$ cat src/rtl/kdpm_pkg.sv
`default_nettype none

package kdpm_pkg;

  // Field and register widths
  localparam int unsigned QW      = 32;
  localparam int unsigned STEP_W  = 24;
  localparam int unsigned FRIC_W  = 16;
  localparam int unsigned MOVE_W  = 16;
  localparam int unsigned CFG_IDX_W = 2;

  // Register reset values
  localparam logic [STEP_W-1:0] FORCE_STEP_RST      = 24'd65536;
  localparam logic [FRIC_W-1:0] FRICTION_NORMAL_RST = 16'd58982;
  localparam logic [FRIC_W-1:0] FRICTION_BRAKE_RST  = 16'd32768;

  // Configuration register indexes
  typedef enum logic [CFG_IDX_W-1:0] {
    CFG_FORCE_STEP      = 2'd0,
    CFG_FRICTION_NORMAL = 2'd1,
    CFG_FRICTION_BRAKE  = 2'd2
  } cfg_idx_e;

  // Command codes
  localparam logic CMD_KEY  = 1'b0;
  localparam logic CMD_TICK = 1'b1;

  // Key codes
  localparam logic [2:0] KEY_LEFT  = 3'd0;
  localparam logic [2:0] KEY_RIGHT = 3'd1;
  localparam logic [2:0] KEY_UP    = 3'd2;
  localparam logic [2:0] KEY_DOWN  = 3'd3;
  localparam logic [2:0] KEY_BRAKE = 3'd4;

  typedef struct packed {
    logic       command;
    logic [2:0] key_code;
    logic       pressed;
  } kdpm_in_t;

  typedef struct packed {
    logic signed [MOVE_W-1:0] move_x;
    logic signed [MOVE_W-1:0] move_y;
  } kdpm_out_t;

  // Per-axis strobes from the pipeline control
  typedef struct packed {
    logic key_en;   // apply a direction key to the force
    logic key_neg;  // subtract the step rather than add it
    logic tick_en;  // velocity update of a tick
    logic pos_en;   // position update of a tick
  } axis_ctrl_t;

  // Clamp a 33-bit signed sum to the signed 32-bit range
  function automatic logic [QW-1:0] sat33(input logic [QW:0] v);
    logic [QW-1:0] r;
    if (v[QW] != v[QW-1]) begin
      r = v[QW] ? {1'b1, {(QW-1){1'b0}}} : {1'b0, {(QW-1){1'b1}}};
    end else begin
      r = v[QW-1:0];
    end
    return r;
  endfunction

endpackage

`default_nettype wire

$ cat src/rtl/key_driven_pointer_motion.sv
// A tick passes the input stage, the position stage and the output register before its move shows.
// Throughput: one beat per cycle on input unless the output stalls; key events and ticks may follow back to back.
// The clock period is set by the velocity loop: add, saturate, 32x17 multiply, round.
// Reset clears forces, velocities, positions and the brake flag, empties the
// pipeline and loads the register defaults; no clearing pass is needed.
`default_nettype none

module key_driven_pointer_motion import kdpm_pkg::*; (
  input  wire logic                 clk_i,
  input  wire logic                 rst_ni,
  input  wire logic                 in_valid_i,
  output logic                      in_ready_o,
  input  wire kdpm_in_t             in_data_i,
  output logic                      out_valid_o,
  input  wire logic                 out_ready_i,
  output kdpm_out_t                 out_data_o,
  input  wire logic                 cfg_valid_i,
  output logic                      cfg_ready_o,
  input  wire logic [CFG_IDX_W-1:0] cfg_index_i,
  input  wire logic [STEP_W-1:0]    cfg_data_i
);

  logic [STEP_W-1:0] force_step_q;
  logic [FRIC_W-1:0] fric_normal_q;
  logic [FRIC_W-1:0] fric_brake_q;
  logic              brake_q;
  logic              s1_valid_q;
  kdpm_in_t          s1_data_q;
  logic              s2_valid_q;
  logic              out_valid_q;
  kdpm_out_t         out_data_q;
  logic              s1_adv, s2_adv;
  logic              s1_fire, s1_key, s1_tick;
  logic              s2_fire;
  logic              move_nz;
  logic              neg;
  logic [FRIC_W-1:0] fric;
  axis_ctrl_t        ctrl_x, ctrl_y;
  logic signed [MOVE_W-1:0] move_x, move_y;
  cfg_idx_e          cfg_idx;

  // Move a stage on when the one after it is empty or moving
  assign s2_adv     = !out_valid_q || out_ready_i;
  assign s1_adv     = !s2_valid_q || s2_adv;
  assign in_ready_o = !s1_valid_q || s1_adv;
  assign cfg_ready_o = 1'b1;

  assign s1_fire = s1_valid_q && s1_adv;
  assign s1_key  = s1_fire && (s1_data_q.command == CMD_KEY);
  assign s1_tick = s1_fire && (s1_data_q.command == CMD_TICK);
  assign s2_fire = s2_valid_q && s2_adv;

  // Left and up pull negative on press, right and down on release
  assign neg  = ((s1_data_q.key_code == KEY_LEFT) || (s1_data_q.key_code == KEY_UP))
                ^ !s1_data_q.pressed;
  assign fric = brake_q ? fric_brake_q : fric_normal_q;

  always_comb begin
    ctrl_x.key_en  = s1_key && ((s1_data_q.key_code == KEY_LEFT) ||
                                (s1_data_q.key_code == KEY_RIGHT));
    ctrl_x.key_neg = neg;
    ctrl_x.tick_en = s1_tick;
    ctrl_x.pos_en  = s2_fire;
    ctrl_y.key_en  = s1_key && ((s1_data_q.key_code == KEY_UP) ||
                                (s1_data_q.key_code == KEY_DOWN));
    ctrl_y.key_neg = neg;
    ctrl_y.tick_en = s1_tick;
    ctrl_y.pos_en  = s2_fire;
  end

  kdpm_axis u_axis_x (
    .clk_i  (clk_i),
    .rst_ni (rst_ni),
    .ctrl_i (ctrl_x),
    .step_i (force_step_q),
    .fric_i (fric),
    .move_o (move_x)
  );

  kdpm_axis u_axis_y (
    .clk_i  (clk_i),
    .rst_ni (rst_ni),
    .ctrl_i (ctrl_y),
    .step_i (force_step_q),
    .fric_i (fric),
    .move_o (move_y)
  );

  assign move_nz = (move_x != '0) || (move_y != '0);

  // Write configuration registers; drop writes beyond the list
  assign cfg_idx = cfg_idx_e'(cfg_index_i);

  always_ff @(posedge clk_i or negedge rst_ni) begin
    if (!rst_ni) begin
      force_step_q  <= FORCE_STEP_RST;
      fric_normal_q <= FRICTION_NORMAL_RST;
      fric_brake_q  <= FRICTION_BRAKE_RST;
    end else if (cfg_valid_i) begin
      case (cfg_idx)
        CFG_FORCE_STEP:      force_step_q  <= cfg_data_i;
        CFG_FRICTION_NORMAL: fric_normal_q <= cfg_data_i[FRIC_W-1:0];
        CFG_FRICTION_BRAKE:  fric_brake_q  <= cfg_data_i[FRIC_W-1:0];
        default: ;
      endcase
    end
  end

  // Pipeline valid bits and the brake flag
  always_ff @(posedge clk_i or negedge rst_ni) begin
    if (!rst_ni) begin
      s1_valid_q  <= 1'b0;
      s2_valid_q  <= 1'b0;
      out_valid_q <= 1'b0;
      brake_q     <= 1'b0;
    end else begin
      if (in_ready_o) begin
        s1_valid_q <= in_valid_i;
      end
      if (s1_adv) begin
        s2_valid_q <= s1_tick;
      end
      if (s2_adv) begin
        out_valid_q <= s2_valid_q && move_nz;
      end
      if (s1_key && (s1_data_q.key_code == KEY_BRAKE)) begin
        brake_q <= s1_data_q.pressed;
      end
    end
  end

  // Capture input beats and result payload
  always_ff @(posedge clk_i) begin
    if (in_ready_o && in_valid_i) begin
      s1_data_q <= in_data_i;
    end
    if (s2_fire) begin
      out_data_q.move_x <= move_x;
      out_data_q.move_y <= move_y;
    end
  end

  assign out_valid_o = out_valid_q;
  assign out_data_o  = out_data_q;

  // A result beat never carries a null move
  a_out_nonzero: assert property (@(posedge clk_i) disable iff (!rst_ni)
    out_valid_o |-> (out_data_o.move_x != '0 || out_data_o.move_y != '0))
    else $error("result beat with zero move");

  // A result only comes from a tick in the position stage
  a_out_from_s2: assert property (@(posedge clk_i) disable iff (!rst_ni)
    $rose(out_valid_q) |-> $past(s2_valid_q))
    else $error("result without a tick in the position stage");

  // The position stage is only filled from the input stage
  a_s2_from_s1: assert property (@(posedge clk_i) disable iff (!rst_ni)
    $rose(s2_valid_q) |-> $past(s1_valid_q && s1_data_q.command == CMD_TICK))
    else $error("position stage filled without a tick");

  // A stalled result holds its payload inside the block
  a_out_hold: assert property (@(posedge clk_i) disable iff (!rst_ni)
    (out_valid_q && !out_ready_i) |=> (out_valid_q && $stable(out_data_q)))
    else $error("stalled result changed");

endmodule

`default_nettype wire

$ cat src/rtl/kdpm_axis.sv
`default_nettype none

module kdpm_axis import kdpm_pkg::*; (
  input  wire logic               clk_i,
  input  wire logic               rst_ni,
  input  wire axis_ctrl_t         ctrl_i,
  input  wire logic [STEP_W-1:0]  step_i,
  input  wire logic [FRIC_W-1:0]  fric_i,
  output logic signed [MOVE_W-1:0] move_o
);

  logic [QW-1:0]   force_q, force_d;
  logic [QW-1:0]   velocity_q;
  logic [QW-1:0]   vel_stage_q;
  logic [QW-1:0]   subpixel_q, subpixel_d;
  logic [QW:0]     force_sum;
  logic [QW:0]     vel_sum;
  logic [QW-1:0]   vel_sat;
  logic signed [48:0] prod;
  logic signed [48:0] prod_adj;
  logic [QW-1:0]   vel_new;
  logic [QW:0]     pos_sum;
  logic [QW-1:0]   pos_sat;
  logic            frac_neg;

  // Add or remove one force step, saturating
  always_comb begin
    if (ctrl_i.key_neg) begin
      force_sum = {force_q[QW-1], force_q} - {{(QW+1-STEP_W){1'b0}}, step_i};
    end else begin
      force_sum = {force_q[QW-1], force_q} + {{(QW+1-STEP_W){1'b0}}, step_i};
    end
    force_d = sat33(force_sum);
  end

  // Accelerate, then scale by friction truncating toward zero
  always_comb begin
    vel_sum  = {velocity_q[QW-1], velocity_q} + {force_q[QW-1], force_q};
    vel_sat  = sat33(vel_sum);
    prod     = $signed(vel_sat) * $signed({1'b0, fric_i});
    prod_adj = prod + (prod[48] ? 49'sd65535 : 49'sd0);
    vel_new  = prod_adj[47:16];
  end

  // Advance the position and split off whole pixels
  always_comb begin
    pos_sum    = {subpixel_q[QW-1], subpixel_q} + {vel_stage_q[QW-1], vel_stage_q};
    pos_sat    = sat33(pos_sum);
    frac_neg   = pos_sat[QW-1] & (|pos_sat[15:0]);
    move_o     = $signed(pos_sat[QW-1:16] + {{(MOVE_W-1){1'b0}}, frac_neg});
    subpixel_d = {{16{frac_neg}}, pos_sat[15:0]};
  end

  always_ff @(posedge clk_i or negedge rst_ni) begin
    if (!rst_ni) begin
      force_q    <= '0;
      velocity_q <= '0;
      subpixel_q <= '0;
    end else begin
      if (ctrl_i.key_en) begin
        force_q <= force_d;
      end
      if (ctrl_i.tick_en) begin
        velocity_q <= vel_new;
      end
      if (ctrl_i.pos_en) begin
        subpixel_q <= subpixel_d;
      end
    end
  end

  // Hold the new velocity for the position stage
  always_ff @(posedge clk_i) begin
    if (ctrl_i.tick_en) begin
      vel_stage_q <= vel_new;
    end
  end

endmodule

`default_nettype wire

$ cat config.mk
export PLATFORM = sky130hd
export DESIGN_NAME = key_driven_pointer_motion
export DESIGN_NICKNAME = d
export VERILOG_FILES = /design/src/rtl/kdpm_pkg.sv /design/src/rtl/key_driven_pointer_motion.sv /design/src/rtl/kdpm_axis.sv
export SDC_FILE = /design/constraint.sdc
export NUM_CORES = 2
export LEC_CHECK = 0
export ABC_AREA = 1
export BUFFER_PORTS_ARGS = -buffer_cell sky130_fd_sc_hd__buf_2
export CAP_MARGIN = 40
export CORE_MARGIN = 1.5
export CORE_UTILIZATION = 59
export DETAILED_ROUTE_END_ITERATION = 12
export HOLD_SLACK_MARGIN = 0.03
export PLACE_DENSITY = 0.82
export SLEW_MARGIN = 25
export SYNTH_ARGS = -nofsm -noshare
export SYNTH_HDL_FRONTEND = slang
export SYNTH_HIERARCHICAL = 1
export SYNTH_SLANG_ARGS = --single-unit
export TNS_END_PERCENT = 20
$ cat constraint.sdc
create_clock -name clk_i -period 13.6 [get_ports clk_i]
set_input_delay 2.04 -clock clk_i [delete_from_list [all_inputs] [get_ports clk_i]]
set_output_delay 2.04 -clock clk_i [all_outputs]
set_load 0.005 [all_outputs]
# ---- Word-level counts from Yosys, hierarchy flattened
# Cells that the tools add are included.
dict set report op_classes {
  n_addsub 12
  multipliers 2
  eq_ne 12
  n_mux 17
  bitwise 4
  n_reduce_logical 29
}
# operator count
set op_table {}
lappend op_table {{2-to-1 mux 32 bit} 12}
lappend op_table {{multiplier 32 x 17 -> 49 bit} 2}
lappend op_table {{adder 48 bit} 2}
lappend op_table {{adder 17 x 32 -> 33 bit} 2}
lappend op_table {{adder 32 x 25 -> 33 bit} 2}
lappend op_table {{adder 32 x 32 -> 33 bit} 2}
lappend op_table {{2-to-1 mux 33 bit} 2}
lappend op_table {{subtractor 32 x 25 -> 33 bit} 2}
lappend op_table {{2-to-1 mux 16 bit} 3}
lappend op_table {{adder 16 x 1 -> 16 bit} 2}
lappend op_table {{nonzero test 16 bit} 2}
lappend op_table {{OR reduction 16 bit} 2}
lappend op_table {{logical AND 1 bit} 9}
lappend op_table {{logical OR 1 bit} 7}
lappend op_table {{equality test 3 x 2 -> 1 bit (second input constant)} 2}
lappend op_table {{inequality test 1 bit} 6}
lappend op_table {{AND reduction 2 bit} 3}
lappend op_table {{zero test 1 bit} 4}
lappend op_table {{equality test 3 x 1 -> 1 bit (second input constant)} 1}
lappend op_table {{equality test 3 bit (second input constant)} 1}
lappend op_table {{zero test 3 bit} 1}
lappend op_table {{AND 1 bit} 2}
lappend op_table {{equality test 2 x 1 -> 1 bit (second input constant)} 1}
lappend op_table {{equality test 2 bit (second input constant)} 1}
lappend op_table {{other kinds (3)} 3}
dict set report totals {
  register_bits 323
  input_bits 36
  output_inout_bits 35
  elab_cells 96
}

# ---- Longest topological paths before layout
dict set report logic_depth {
  word_depth 9
  mapped_depth 64
  mapped_depth_nobuf 60
}

# ---- Cells and area by module
# The synthesis kept the hierarchy.
# module n_inst cells_each area_per_inst_um2 seq_area_each_um2
set by_module_without_submodules {}
lappend by_module_without_submodules {{kdpm_axis (u_axis_y)} 1 4454 31564.0 2987.9}
lappend by_module_without_submodules {{kdpm_axis (u_axis_x)} 1 4399 31265.0 2987.9}
lappend by_module_without_submodules {key_driven_pointer_motion 1 344 3747.3 2626.3}

# ---- Least setup slack after synthesis
# No wires, ideal clock.
dict set report synth_path {
  path_type {flip-flop to flip-flop}
  startpoint {register u_axis_y.force_q[2]}
  endpoint {register u_axis_y.vel_stage_q[16], data pin}
  setup_ns 0.255
  arrival_ns 9.343
  t_required_ns 13.345
  path_slack_ns 4.002
  path_stages_with_launch 56
  n_path_buf 4
  cell_sequence {dfrtp_1 -> ha_1 -> a21oi_1 -> nand2_1 -> inv_1 -> o21a_1 -> o21ai_1 -> a21oi_1 -> o21ai_1 -> nand4_1 -> o211ai_1 -> nand2_1 -> nand2_1 -> a21oi_1 -> xor2_1 -> inv_1 -> ha_1 -> clkbuf_1 -> [... 20 more ...] -> nand2_1 -> nand2_1 -> nand2_1 -> nand2_1 -> nand3_2 -> nand2_1 -> nand2_1 -> buf_2 -> ha_1 -> inv_1 -> o21ai_1 -> a21oi_2 -> nor2_1 -> o21ai_1 -> nand2_2 -> nand2_1 -> nand2_1 -> and2_1}
}
dict set report synth_via {
  elab_chain_cells 6
  word_cells_on_any_way 7
  cone_classes {add/sub: 2; mul: 1; eq/ne: 1; mux: 3}
}
# element line_no
set synth_rtl {}
lappend synth_rtl {{from (decl)} kdpm_axis.sv:12} ;# logic [QW-1:0] force_q, force_d;
lappend synth_rtl {{from (signal assigned)} kdpm_axis.sv:61} ;# force_q <= force_d;
lappend synth_rtl {{adder 32 x 32 -> 33 bit (*)} kdpm_axis.sv:38} ;# vel_sum = {velocity_q[QW-1], velocity_q} + {force_q[QW-1], force_q};
lappend synth_rtl {{2-to-1 mux 32 bit / inequality test 1 bit (equally long branches)} {kdpm_pkg.sv:58, kdpm_pkg.sv:57}}
lappend synth_rtl {{2-to-1 mux 32 bit (*)} kdpm_pkg.sv:57} ;# if (v[QW] != v[QW-1]) begin
lappend synth_rtl {{multiplier 32 x 17 -> 49 bit (*)} kdpm_axis.sv:40} ;# prod = $signed(vel_sat) * $signed({1'b0, fric_i});
lappend synth_rtl {{2-to-1 mux 16 bit} kdpm_axis.sv:41} ;# prod_adj = prod + (prod[48] ? 49'sd65535 : 49'sd0);
lappend synth_rtl {{adder 48 bit (*)} kdpm_axis.sv:41}
lappend synth_rtl {{named net u_axis_y.prod_adj[32]} kdpm_axis.sv:20} ;# logic signed [48:0] prod_adj;
lappend synth_rtl {{to (signal assigned)} kdpm_axis.sv:75} ;# vel_stage_q <= vel_new;
lappend synth_rtl {{to (decl)} kdpm_axis.sv:14} ;# logic [QW-1:0] vel_stage_q;
# Mark *: on every way through the listed nets, which the timed path passes. The rest lies on a longest branch.
# A chain may end at the register's enable or synchronous reset.

# ---- Worst setup path in the final report
dict set report layout_path {
  startpoint {register u_axis_x.force_q[2]}
  endpoint {register u_axis_x.vel_stage_q[2], data pin}
}
dict set report layout_via {
  elab_chain_cells 6
  word_cells_on_any_way 7
  cone_classes {add/sub: 2; mul: 1; eq/ne: 1; mux: 3}
}
# element line_no
set layout_rtl {}
lappend layout_rtl {{from (decl)} kdpm_axis.sv:12}
lappend layout_rtl {{from (signal assigned)} kdpm_axis.sv:61}
lappend layout_rtl {{adder 32 x 32 -> 33 bit (*)} kdpm_axis.sv:38}
lappend layout_rtl {{2-to-1 mux 32 bit / inequality test 1 bit (equally long branches)} {kdpm_pkg.sv:58, kdpm_pkg.sv:57}}
lappend layout_rtl {{2-to-1 mux 32 bit (*)} kdpm_pkg.sv:57}
lappend layout_rtl {{multiplier 32 x 17 -> 49 bit (*)} kdpm_axis.sv:40}
lappend layout_rtl {{2-to-1 mux 16 bit} kdpm_axis.sv:41}
lappend layout_rtl {{adder 48 bit (*)} kdpm_axis.sv:41}
lappend layout_rtl {{named net u_axis_x.prod_adj[18]} kdpm_axis.sv:20}
lappend layout_rtl {{to (signal assigned)} kdpm_axis.sv:75}
lappend layout_rtl {{to (decl)} kdpm_axis.sv:14}
# Marked as above.

==> key figures <==
Logic synthesis
  • Commonest cells post-synth: 2307 x nand2_1, 1929 x inv_1, 984 x fa_1, 977 x nor2_1, 446 x ha_1
  • Post-Syn Area: 66600 µm²
  • Syn Nets: 10700
  • Area contributors post-synth: fa_1 30%, nand2_1 13%, inv_1 11%
  • Multiplexer share of the synthesized area: 0.00180
  • Synth top area share: 0.296
  • Ys flop type: dfrtp_1
  • EDFF count, synth: 101
  • Mapped Cells: 9197
  • Seq/Total Area, Yosys: 0.129
  • Post-synthesis xor/xnor area fraction: 0.0326
  • Most frequent cell after synthesis: nand2_1
  • Adder-Cell Fraction of Synth Area: 0.380
  • Synth Register Bits: 323
  • Post-synth ARST share: 0.687
  • Compound-Gate Fraction of Synth Area: 0.0770
  • Distinct cells, synth: 67
  • Yosys warns: 6
  • Area leader, netlist: fa_1
  • Synth Area in Simple Gates: 0.254
  • Mean Syn Cell Area: 7.24 µm²
  • Largest family of logic cells by synthesized area: adder cells

Finish
  • Antenna Cells: 0
  • Layout cell share with drive strength beyond 1: 0.0486
  • Layout area overhead: 4.51%
  • Nets: 10600

Global route
  • First-pass GRT wire length: 327 mm
  • Vias in the first global route: 60300
  • Largest net degree at the start of global routing: 113
  • GRT Resource Usage Total: 0.361
  • Initial antenna violation count: 2
  • GRT Residual Overflow: 0

Floorplan
  • Starting Density: 0.593
  • Die Width: 339 µm
  • CORE AREA: 112000 µm²
  • Top Ports: 71
  • Std-Cell Rows: 123
  • Die area: 115000 µm²
  • Chip height: 339 µm

Placed design
  • GPL Wtd Cong: 1.03
  • Place WS: 1580 ps
  • I/O Buffers: 69
  • Hpwl dp: 170 mm

Critical path
  • Slowest stage delay, CP: 720 ps
  • Cell mode on critical path: nand2_1
  • Critical path's slowest cell: nand3_2
  • CP startpoint kind: flip-flop
  • Worst reg2reg path endpoint: u_axis_x/vel_stage_q[2]
  • Critical path's top delay family: adder cells
  • CP bufs+invs: 8
  • Crit path max fanout: 31
  • Crit path to: u_axis_x/vel_stage_q[2]
  • Worst path required time: 13950 ps
  • Critical path startpoint: u_axis_x/force_q[2]
  • Worst path depth: 46
  • R2R depth: 46
  • Worst R2R Start: u_axis_x/force_q[2]
  • Setup crit end kind: flip-flop
  • R2R setup slack: 1260 ps
  • Critical path class: flip-flop to flip-flop
  • CP arrival: 12690 ps

STA
  • Slew Viols, Final: 0
  • Period minus WS final: 12340 ps
  • Final Cycle Share: 0.907
  • Clock skew: 25.4 ps
  • WHS: 488 ps
  • RSZ-0062 raised after global routing: false
  • Tightest Pin Transition: 931 ps
  • Slew HR: 0.379
  • Setup WS post-layout: 1260 ps
  • Fmax achieved: 0.0810 GHz
  • Setup_tns: 0 ps
  • Final Hold Vio Count: 0
  • Final setup vio count: 0

Min path
  • Hold Crit Class: flip-flop to flip-flop

Clock tree
  • Setup bufs post-CTS: 0
  • H-Tree Depth: 1
  • Clock Latency Late Sink: 600 ps
  • Post-CTS Hold Buffers: 0
  • TritonCTS Buffers: 29
  • Root buffer cell: clkbuf_16
  • TritonCTS Sinks: 323
  • CTS tree: yes
  • Post-CTS sizing: 0
  • Clock slew at reported path FFs: 70 ps
  • Max clock buf depth: 3

Routing
  • DR WL/cell: 19.4 µm
  • First-pass DRT Iterations: 9
  • DR vias: 60800
  • Vias per inst: 5.70
  • Routed Antenna Nets: 0
  • Total Wirelength: 207 mm
  • DRT iter0 DRCs: 6352
  • DRC: 0

Status
  • Status: completed

Run
  • Max-cap violation count: 0
## state kept, by name, indices dropped and copies added (netlist names)
register and cells:
u_axis_x/vel_stage_q 32, s1_data_q 5, u_axis_y/subpixel_q 17, u_axis_x/velocity_q 32, s2_valid_q 1, brake_q 1, fric_normal_q 16, u_axis_y/vel_stage_q 32
fric_brake_q 16, s1_valid_q 1, u_axis_x/subpixel_q 17, u_axis_x/force_q 32, out_valid_o 1, u_axis_y/force_q 32, force_step_q 24, out_data_o 32
u_axis_y/velocity_q 32
## worst min path at each step
stage / start / end / slack [ps] / cells after the start
5_1_grt: fric_brake_q[1] / fric_brake_q[1] / 500 / 2
6_report: u_axis_x/subpixel_q[12] / u_axis_x/subpixel_q[12] / 490 / 2
2_1_floorplan: u_axis_y/velocity_q[8] / u_axis_y/velocity_q[8] / 450 / 2
4_1_cts: u_axis_x/subpixel_q[12] / u_axis_x/subpixel_q[12] / 490 / 2
3_5_place_dp: fric_brake_q[1] / fric_brake_q[1] / 470 / 2
3_3_place_gp: fric_brake_q[0] / fric_brake_q[0] / 470 / 2
## cells in the final DEF (no fill, tap or decap), types with 10 or more instances in the layout
master     instances
clkbuf_16         31
nor2_4            16
nand4_1           64
or2_2             39
nand2_2           53
inv_1           1929
nor3_2            10
a21oi_1          408
and2_1            36
nor3_1            56
o21a_1            10
o21ai_0          277
nand3_1          401
a31oi_1           35
xnor2_1           73
nor2_2            40
inv_2             30
o31ai_1           10
buf_2             70
dfstp_2           11
clkinv_1          31
ha_1             446
xor2_1           159
edfxtp_1         101
fa_1             984
nand3b_1          15
dfrtp_1          211
nor2_1           976
buf_4             48
nand2_1         2296
a21o_1            29
o21ai_1           41
o21bai_1          41
nand3_2           18
nor4_1            23
## layer usage
layer | part of all wire | GRT usage | routed length (µm)
met4 | 0.044 | 0.144 | 9160
met1 | 0.41 | 0.508 | 85700
met5 | 0.000072 | 0 | 15
met2 | 0.44 | 0.554 | 90800
met3 | 0.10 | 0.0642 | 21500
## logic make-up after synthesis
group | after synthesis
AO/OA/AOI/OAI | 922
XOR/XNOR | 241
adder cells (fa/ha/maj) | 1430
buffers and inverters | 2202
flip-flops | 323
multiplexers | 8
other | 1
AND/OR/NAND/NOR | 4070
## per-stage QoR
| step | area, µm² | cells | utilization |
|---|---|---|---|
| after global placement | 68300 | 10600 | 0.609 |
| after detailed placement | 68500 | 10600 | 0.611 |
| after CTS | 69500 | 10700 | 0.620 |
| after floorplan | 66600 | 9197 | - |
| after global routing | 69600 | 10700 | 0.620 |
| final | 69600 | 10700 | 0.620 |
## area by class of cell
type | instances | area [µm²]
Sequential cell | 323 | 8600
Clock buffer | 35 | 811
Fill cell | 10100 | 42600
Multi-Input combinational cell | 6672 | 49700
Tap cell | 1500 | 1880
Clock inverter | 18 | 209
Inverter | 1988 | 7460
Timing Repair Buffer | 132 | 925
## worst register-to-register path: cells and delay by family, from the launching register on
family,cells,cell delay [ps]
AO/OA/AOI/OAI,6,1310
XOR/XNOR,1,190
adder cells (fa/ha/maj),10,4690
buffers and inverters,8,1010
flip-flops,1,410
AND/OR/NAND/NOR,21,4520
Power is left out: the tool's default activity adds up to more than one toggle a clock period on the data nets, which glitch-free logic cannot reach.
